<file path="src/design/assert_macros.svh">
// Assertion helpers shared by the RTL; compiled out when SYNTH is set.
`ifndef ASSERT_MACROS_SVH
`define ASSERT_MACROS_SVH

`ifndef SYNTH
// Check that a property holds at every rising clock edge outside of reset.
`define ASSERT_PROP(lbl, clk, rst_n, prop, msg) \
	lbl: assert property (@(posedge clk) disable iff (!rst_n) (prop)) else $error(msg);
// Check that an expression is never true outside of reset.
`define ASSERT_NEVER(lbl, clk, rst_n, expr, msg) \
	lbl: assert property (@(posedge clk) disable iff (!rst_n) !(expr)) else $error(msg);
`else
`define ASSERT_PROP(lbl, clk, rst_n, prop, msg)
`define ASSERT_NEVER(lbl, clk, rst_n, expr, msg)
`endif

`endif

</file>
<file path="src/design/bplru_pkg.sv">
package bplru_pkg;

	localparam int DEF_WAYS        = 4;
	localparam int DEF_INDEX_BITS  = 6;
	localparam int DEF_OFFSET_BITS = 5;

	localparam int ADDR_W    = 32;
	localparam int CNT_W     = 32;
	localparam int S_TDATA_W = 40;
	localparam int M_TDATA_W = 136;

	// Counter slots: hit/miss crossed with instruction/data
	localparam logic [1:0] CNT_INST_HIT  = 2'd0;
	localparam logic [1:0] CNT_DATA_HIT  = 2'd1;
	localparam logic [1:0] CNT_INST_MISS = 2'd2;
	localparam logic [1:0] CNT_DATA_MISS = 2'd3;

	typedef struct packed {
		logic clear_step;
		logic capture;
		logic commit;
	} bplru_cmd_t;

	typedef struct packed {
		logic clear_last;
	} bplru_status_t;

endpackage

</file>
<file path="src/design/bplru_ctrl.sv">
module bplru_ctrl (
	input  logic                    clk,
	input  logic                    arst_n,
	input  logic                    s_tvalid,
	output logic                    s_tready,
	output logic                    m_tvalid,
	input  logic                    m_tready,
	input  bplru_pkg::bplru_status_t status,
	output bplru_pkg::bplru_cmd_t    cmd
);

	typedef enum logic [1:0] {
		ST_CLEAR,
		ST_IDLE,
		ST_LOOK
	} state_t;

	state_t state_q;
	logic   out_valid_q;

	assign s_tready = (state_q == ST_IDLE);
	assign m_tvalid = out_valid_q;

	always_comb begin
		cmd.clear_step = (state_q == ST_CLEAR);
		cmd.capture    = s_tvalid && s_tready;
		// Retire only when the output register is free or being drained
		cmd.commit     = (state_q == ST_LOOK) && (!out_valid_q || m_tready);
	end

	always_ff @(posedge clk or negedge arst_n) begin
		if (!arst_n) begin
			state_q     <= ST_CLEAR;
			out_valid_q <= 1'b0;
		end else begin
			unique case (state_q)
				ST_CLEAR: begin
					if (status.clear_last) begin
						state_q <= ST_IDLE;
					end
				end
				ST_IDLE: begin
					if (cmd.capture) begin
						state_q <= ST_LOOK;
					end
				end
				ST_LOOK: begin
					if (cmd.commit) begin
						state_q <= ST_IDLE;
					end
				end
				default: state_q <= ST_CLEAR;
			endcase
			if (cmd.commit) begin
				out_valid_q <= 1'b1;
			end else if (m_tready) begin
				out_valid_q <= 1'b0;
			end
		end
	end

endmodule

</file>
<file path="config.mk">
export PLATFORM = sky130hd
export DESIGN_NAME = bplru_ctrl
export DESIGN_NICKNAME = d
export VERILOG_FILES = /design/src/design/assert_macros.svh /design/src/design/bplru_pkg.sv /design/src/design/bplru_ctrl.sv
export SDC_FILE = /design/constraint.sdc
export NUM_CORES = 1
export LEC_CHECK = 0
export ABC_AREA = 1
export BUFFER_PORTS_ARGS = -buffer_cell sky130_fd_sc_hd__buf_2
export CAP_MARGIN = 25
export CORE_AREA = 2 2 39 41
export DETAILED_ROUTE_END_ITERATION = 10
export DIE_AREA = 0 0 41 43
export PLACE_DENSITY = 0.41
export SKIP_LAST_GASP = 1
export SLEW_MARGIN = 30
export SYNTH_ARGS = -nofsm -noshare
export SYNTH_HDL_FRONTEND = slang
export SYNTH_SLANG_ARGS = --single-unit
</file>
<file path="constraint.sdc">
create_clock -name clk -period 0.9 [get_ports clk]
set_input_delay 0.135 -clock clk [delete_from_list [all_inputs] [get_ports clk]]
set_output_delay 0.135 -clock clk [all_outputs]
set_load 0.02 [all_outputs]
</file>
# Word-level counts from Yosys, hierarchy flattened
# Cells that the tools add are included.
# op_classes
eq_ne,5
muxes,6
reduce_logical,7
# ops
cell,count
2-bit 2-to-1 mux,3
2-bit one-hot mux with 3 select lines,1
2-bit != test (second input constant),2
3-bit AND reduction,1
2-bit by 1-bit == test with 1-bit output (second input constant),1
2-bit == test (second input constant),1
1-bit logical AND,2
2-bit logical NOT,1
1-bit 2-to-1 mux,2
2-bit by 1-bit != test with 1-bit output (second input constant),1
2-bit nonzero test,1
1-bit logical NOT,1
1-bit logical OR,1
# word_totals
regBits,3
input_bits,5
out_inout_bits,5
word_cells,20

# Logic depth before layout (Yosys ltp)
# Gate-level depths: netlist (run 1).
# depth
ltp_word,5
mapped_depth,4
mapped_depth_nobuf,4

# Least setup slack after synthesis (run 1)
# No wires, ideal clock.
# synth_path
path_kind,register to output
start,register state_q[0]
end,output cmd[0] (netlist bit)
arrival_ns,0.862
required_time_ns,0.765
slack_ns,-0.097
stages_incl_launch_ff,4
path_buffers,0
cell_sequence,dfrtp_1 > inv_2 > nand2_2 > a21oi_1
# synth_rtl
element,line,text
from (decl),bplru_ctrl.sv:18,state_t state_q;
from (signal assigned),bplru_ctrl.sv:33,state_q <= ST_CLEAR;
from (signal assigned),bplru_ctrl.sv:39,state_q <= ST_IDLE;
from (signal assigned),bplru_ctrl.sv:44,state_q <= ST_LOOK;
to (decl),bplru_ctrl.sv:9,output bplru_pkg::bplru_cmd_t cmd

==> results.yml, run 1 <==
timing:
  finClkSkew_ns: 0.001204
  setup_viol: 6
  slew_headroom_pct: 85.08
  timing.fmax_mhz: 862.4
  min_period_over_period_pct: 128.8
  tightestPinTransition_ns: 0.2215
  period_needed_ns: 1.160
  layout_setup_ws_ns: -0.2595
  final-hold-violation-count: 0
  rsz0062_at_grt: "yes"
  slew_viol_final: 0
worst_setup_path:
  worst_setup_path_start_kind: "register"
  cp_max_fo: 3
  path_delay_family: "flip-flops"
  cpMaxStageDelayCell: "dfrtp_1"
  crit_path_frequent_cell: "buf_4"
  max_stage_delay_ns: 0.37
  crit_type: "reg -> out"
  worstPathCellList: "buf_4 > nand2_4 > a21oi_2 > buf_4"
  cp.buffers_inverters: 2
  arrival_ns: 1.02
  cp-end-kind: "output pin"
  cp_data_required_time_ns: 0.76
outcome:
  status: "finished, violations left"
  violations: "negative setup slack"
routing:
  firstDrtPassIters: 2
  routed_wl_um: 407
  vias_per_cell: 3.444
  avgRoutedWirePerCell_um: 7.537
  drt_iter0_markers: 1
  num_vias: 186
  drc_errors: 0
  drtAntennaViolNets: 0
power:
  cellPowerDensity_nw_per_um2: 3568
  switching_share_pct: 40.91
  seq_power_share_pct: 22.8
  internal_power_w: 0.0006673
  p_leak_nw: 0.1732
  power_w: 0.001129
  p_switching_w: 0.0004621
  ir_worst_vdd_uv: 719.6
  clockPowerShare_pct: 20.5
  pwr-share-comb_pct: 56.7
placed_design:
  io_buffers: 9
  preCtsSetupSlack_ns: -0.03761
  routabilityCongestion: 0.6465
  hpwl_um: 292
logic_synthesis:
  synth_nets: 25
  yosysSeqAreaShare_pct: 48.39
  syn-cell-area_um2: 155.1
  synth_cell_types: 12
  ys_warn_count: 0
  synth_seq_cells: 3
  synthCells: 20
  syn_area_per_cell_um2: 7.757
finish:
  layout_common_cells: "buf_4, buf_2, inv_1, clkbuf_4, dfrtp_1"
  antennaDiodeCount: 0
  drive_gt1_share_pct: 63.16
  final_common_cell: "buf_4"
  nets: 44
  areaGrowthSynthToFinish_pct: 104.0
clock_tree:
  clk_pin_slew_worst_paths_ns: 0.04
  cts_root_buf: "clkbuf_4"
  cts_buffers: 3
  cts_max_level: 1
  cts_buffer_depth: 2
  cts.sinks: 3
  cts_tree: "built"
  worstSkewPairLatency_ns: 0.23
floorplanning:
  core-area_um2: 1384
  start_util_pct: 11.21
  ios: 10
  rows: 14
  die_y_um: 43
  dieArea_um2: 1763
  die_x_um: 41
global_routing:
  grt_usage_pct: 5.634
  grt_pass1_wl_um: 586
  first_global_vias: 174
  grt_max_degree: 5
  antenna_found_initial: 0
  grt_overflow: 0
min_path:
  worstHoldPathType: "in -> async"
job:
  maxCapViolations: 0
[what timing repair did]
action,in CTS,in global routing
hold buffers,1,0
buffers inserted,1,2
pin swaps,0,0
hold endpoints to repair,3,0
resized for setup,6,3
setup endpoints to repair,6,6
[stage by stage]
stage / hold WS, ns / TNS, ns / std cells / cell area (µm²) / utilization [%]
after CTS: 0.2215 / -1.051 / 52 / 294.0 / 21.25
after detailed placement: -0.06452 / -0.09517 / 46 / 234.0 / 16.91
final: 0.2307 / -1.018 / 54 / 316.6 / 22.88
after floorplan: -0.1606 / 0 / 20 / 161.4 / -
after global placement: -0.06606 / -0.07200 / 46 / 234.0 / 16.91
after global routing: 0.2379 / -1.354 / 54 / 316.6 / 22.88
[flip-flops by register name, indices dropped and copies added, names as in the netlist]
signal    count
state_q       2
m_tvalid      1
[kinds of logic (layout without fill, tap and decap cells)]
kind of cell	after synthesis	count (layout)	synth area share, %
compound gates	4	4	16.13
flops	3	3	48.39
simple gates	8	8	23.39
buf+inv	5	23	12.09
[per-layer routing]
layer,routed length (µm),part of all wire [%],up-vias,track usage (%)
met5,0,0,-,0
met3,27,6.6,0,1.571
met1,152,37,83,4.854
li1,-,-,98,-
met2,227,56,5,8.125
met4,0,0,0,8.000
[power groups by stage]
stage	registers, W	logic (W)	clock network (W)
2_1_floorplan	0.000277	0.000282	0
3_3_place_gp	0.000259	0.000454	0
3_5_place_dp	0.000258	0.000459	0
4_1_cts	0.000258	0.000559	0.000247
5_1_grt	0.000270	0.000693	0.000253
6_report	0.000257	0.000640	0.000232
[cells in the mapped netlist]
library cell / number / area [µm²]
a21oi_1: 1 / 5.000
o22ai_1: 1 / 6.260
a21oi_2: 1 / 8.760
o21ai_0: 1 / 5.000
nor2_1: 2 / 7.510
dfrtp_1: 3 / 75.07
nor2_2: 1 / 6.260
nand2_1: 3 / 11.26
inv_2: 1 / 3.750
nand2_2: 1 / 6.260
inv_1: 4 / 15.01
nand3_1: 1 / 5.000
[final cells by class]
type / count / area [µm²]
Fill cell: 164 / 1067
Timing Repair Buffer: 14 / 101.3
Sequential cell: 3 / 75.07
Multi-Input combinational cell: 12 / 75.07
Clock buffer: 4 / 26.28
Tap cell: 16 / 20.02
Inverter: 5 / 18.77
[path summary, 6_finish.rpt]
path	startpoint	end	slack [ns]	cells after the start
setup reg to reg	state_q[1]	state_q[0]	-0.05	3
min in group clk	m_tready	m_tvalid	0.24	4
setup / recovery	state_q[1]	cmd[0]	-0.26	4
hold reg to reg	m_tvalid	m_tvalid	0.59	2
hold / removal	arst_n	m_tvalid	0.23	2
max in group asynchronous	arst_n	state_q[1]	0.56	2
No activity file was read; power rests on OpenSTA's default activity.
==> run 2, diff against run 1 <==
Settings changed: GPL_TIMING_DRIVEN set to 0, SETUP_SLACK_MARGIN set to 0.15.
==> run 2 against run 1 <==
The run still ends with negative setup slack left. Register-to-register slack lost 0.10 ns. Via count grew 12%. Final cell count grew 3.7%. First-iteration DRC count grew to 3.0 times the previous value. Die area is the same. Worst setup slack lost 0.013 ns. Clock skew grew 0.0014 ns. Fmax shrank 1.1%. Design area grew 19%. Non-clock buffer count grew 2. Sequential share of layout area shrank 2.7 points. Clock-buffer cell count is the same.
==> results.yml, run 2 (same netlist as run 1, synthesis figures left out) <==
outcome:
  status: "finished, violations left"
  violations: "negative setup slack"
routing:
  drtAntennaViolNets: 0
  drt_iter0_markers: 3
  num_vias: 209
  vias_per_cell: 3.732
  firstDrtPassIters: 4
  avgRoutedWirePerCell_um: 9.786
  routed_wl_um: 548
  drc_errors: 0
finish:
  ff_latch_area_um2: 78.83
  layout_common_cells: "buf_4, buf_2, buf_6"
  top_register: "state_q"
  drive_gt1_share_pct: 82.50
  areaGrowthSynthToFinish_pct: 141.9
  multi_input_area_um2: 103.9
  largest_reg_flops: 2
  design_area_um2: 375.4
  antennaDiodeCount: 0
  final_common_cell: "buf_4"
  fillerInstances: 158
  nets: 46
  fin_util_pct: 27.12
global_routing:
  antenna_found_initial: 0
  grt_pass1_wl_um: 862
  grt_max_degree: 5
  grt_usage_pct: 7.940
  first_global_vias: 220
  grt_overflow: 0
timing:
  setup_viol: 8
  period_needed_ns: 1.173
  timing.fmax_mhz: 852.8
  slew_headroom_pct: 87.12
  slew_viol_final: 0
  rsz0062_at_grt: "yes"
  layout_setup_ws_ns: -0.2726
  finClkSkew_ns: 0.002633
  tightestPinTransition_ns: 0.1913
  min_period_over_period_pct: 130.3
  final-hold-violation-count: 0
clock_tree:
  cts_buffers: 3
  cts.sinks: 3
  cts_max_level: 1
  clk_pin_slew_worst_paths_ns: 0.04
  worstSkewPairLatency_ns: 0.23
  cts_buffer_depth: 2
  cts_root_buf: "clkbuf_4"
  cts_tree: "built"
floorplanning:
  dieArea_um2: 1763
  start_util_pct: 11.21
  die_y_um: 43
  die_x_um: 41
  ios: 10
  core-area_um2: 1384
  rows: 14
worst_setup_path:
  cp_data_required_time_ns: 0.76
  r2r_start: "state_q[0]"
  path_delay_family: "flip-flops"
  max_stage_delay_ns: 0.43
  reg2reg_to: "state_q[0]"
  r2r_slack_ns: -0.15
  crit_type: "reg -> out"
  cp.buffers_inverters: 2
  arrival_ns: 1.04
  cp-end-kind: "output pin"
  reg2regPathDepth: 6
  cp_max_fo: 4
  worstPathCellList: "inv_2 > nand2_4 > a21oi_4 > buf_6"
  cpMaxStageDelayCell: "dfrtp_2"
  worst_setup_path_start_kind: "register"
power:
  p_leak_nw: 0.1834
  ir_worst_vdd_uv: 951.7
  power_w: 0.001339
  cellPowerDensity_nw_per_um2: 3566
min_path:
  worstHoldPathCells: 3
  min_to: "state_q[0]"
  worstHoldPathType: "in -> reg"
  min-delay-start: "status"
job:
  maxCapViolations: 0
placed_design:
  routabilityCongestion: 0.7051
  preCtsSetupSlack_ns: -0.08032
  placed_area_um2: 242.7
  io_buffers: 9
run 2: worst max path at each step:
stage                          start        to  slack [ns]  depth (start not counted)
after global placement    state_q[1]    cmd[1]       -0.08                          4
after CTS                 state_q[0]    cmd[0]       -0.28                          4
after detailed placement  state_q[0]    cmd[0]       -0.08                          4
after floorplan           state_q[1]  s_tready        0.05                          3
final                     state_q[0]    cmd[0]       -0.27                          4
after global routing      state_q[0]    cmd[0]       -0.33                          4
run 2: tightest hold or removal path: stages:
cell,delay (ns)
buf_2,0.08
o21ai_0,0.08
a21oi_2,0.11
run 2: what timing repair did:
action                                  4_1_cts  5_1_grt
pin swaps                                     0        0
endpoints found under the hold margin         3        0
hold buffers                                  1        0
resized for setup                            10        8
buffers inserted                              4        2
endpoints found under the setup margin        8        8
run 2: metal layers:
metal	track usage [%]	part of all wire (%)	vias to the layer above
li1	-	-	103
met1	8.387	45	97
met2	10.00	47	9
met3	4.712	8.0	0
met4	8.000	0	0
met5	0	0	-
run 2: layout make-up:
type | count | share of cell area [%]
Clock buffer | 4 | 7.000
Inverter | 5 | 5.000
Multi-Input combinational cell | 12 | 27.67
Sequential cell | 3 | 21.00
Tap cell | 16 | 5.333
Timing Repair Buffer | 16 | 34.00
run 2: power by group:
part           total (W)  internal, W  switching (W)
logic           0.000805     0.000406       0.000398
registers       0.000298     0.000207      0.0000911
clock network   0.000236     0.000166      0.0000695
total            0.00134     0.000780       0.000559
run 2: stage by stage:
| step | hold slack [ns] | setup TNS (ns) | cells |
|---|---|---|---|
| 3_5_place_dp | -0.06583 | -0.1980 | 45 |
| 6_report | 0.2112 | -1.317 | 56 |
| 3_3_place_gp | -0.06328 | -0.2102 | 45 |
| 4_1_cts | 0.2092 | -1.238 | 54 |
| 2_1_floorplan | -0.1606 | 0 | 20 |
| 5_1_grt | 0.2285 | -1.645 | 56 |
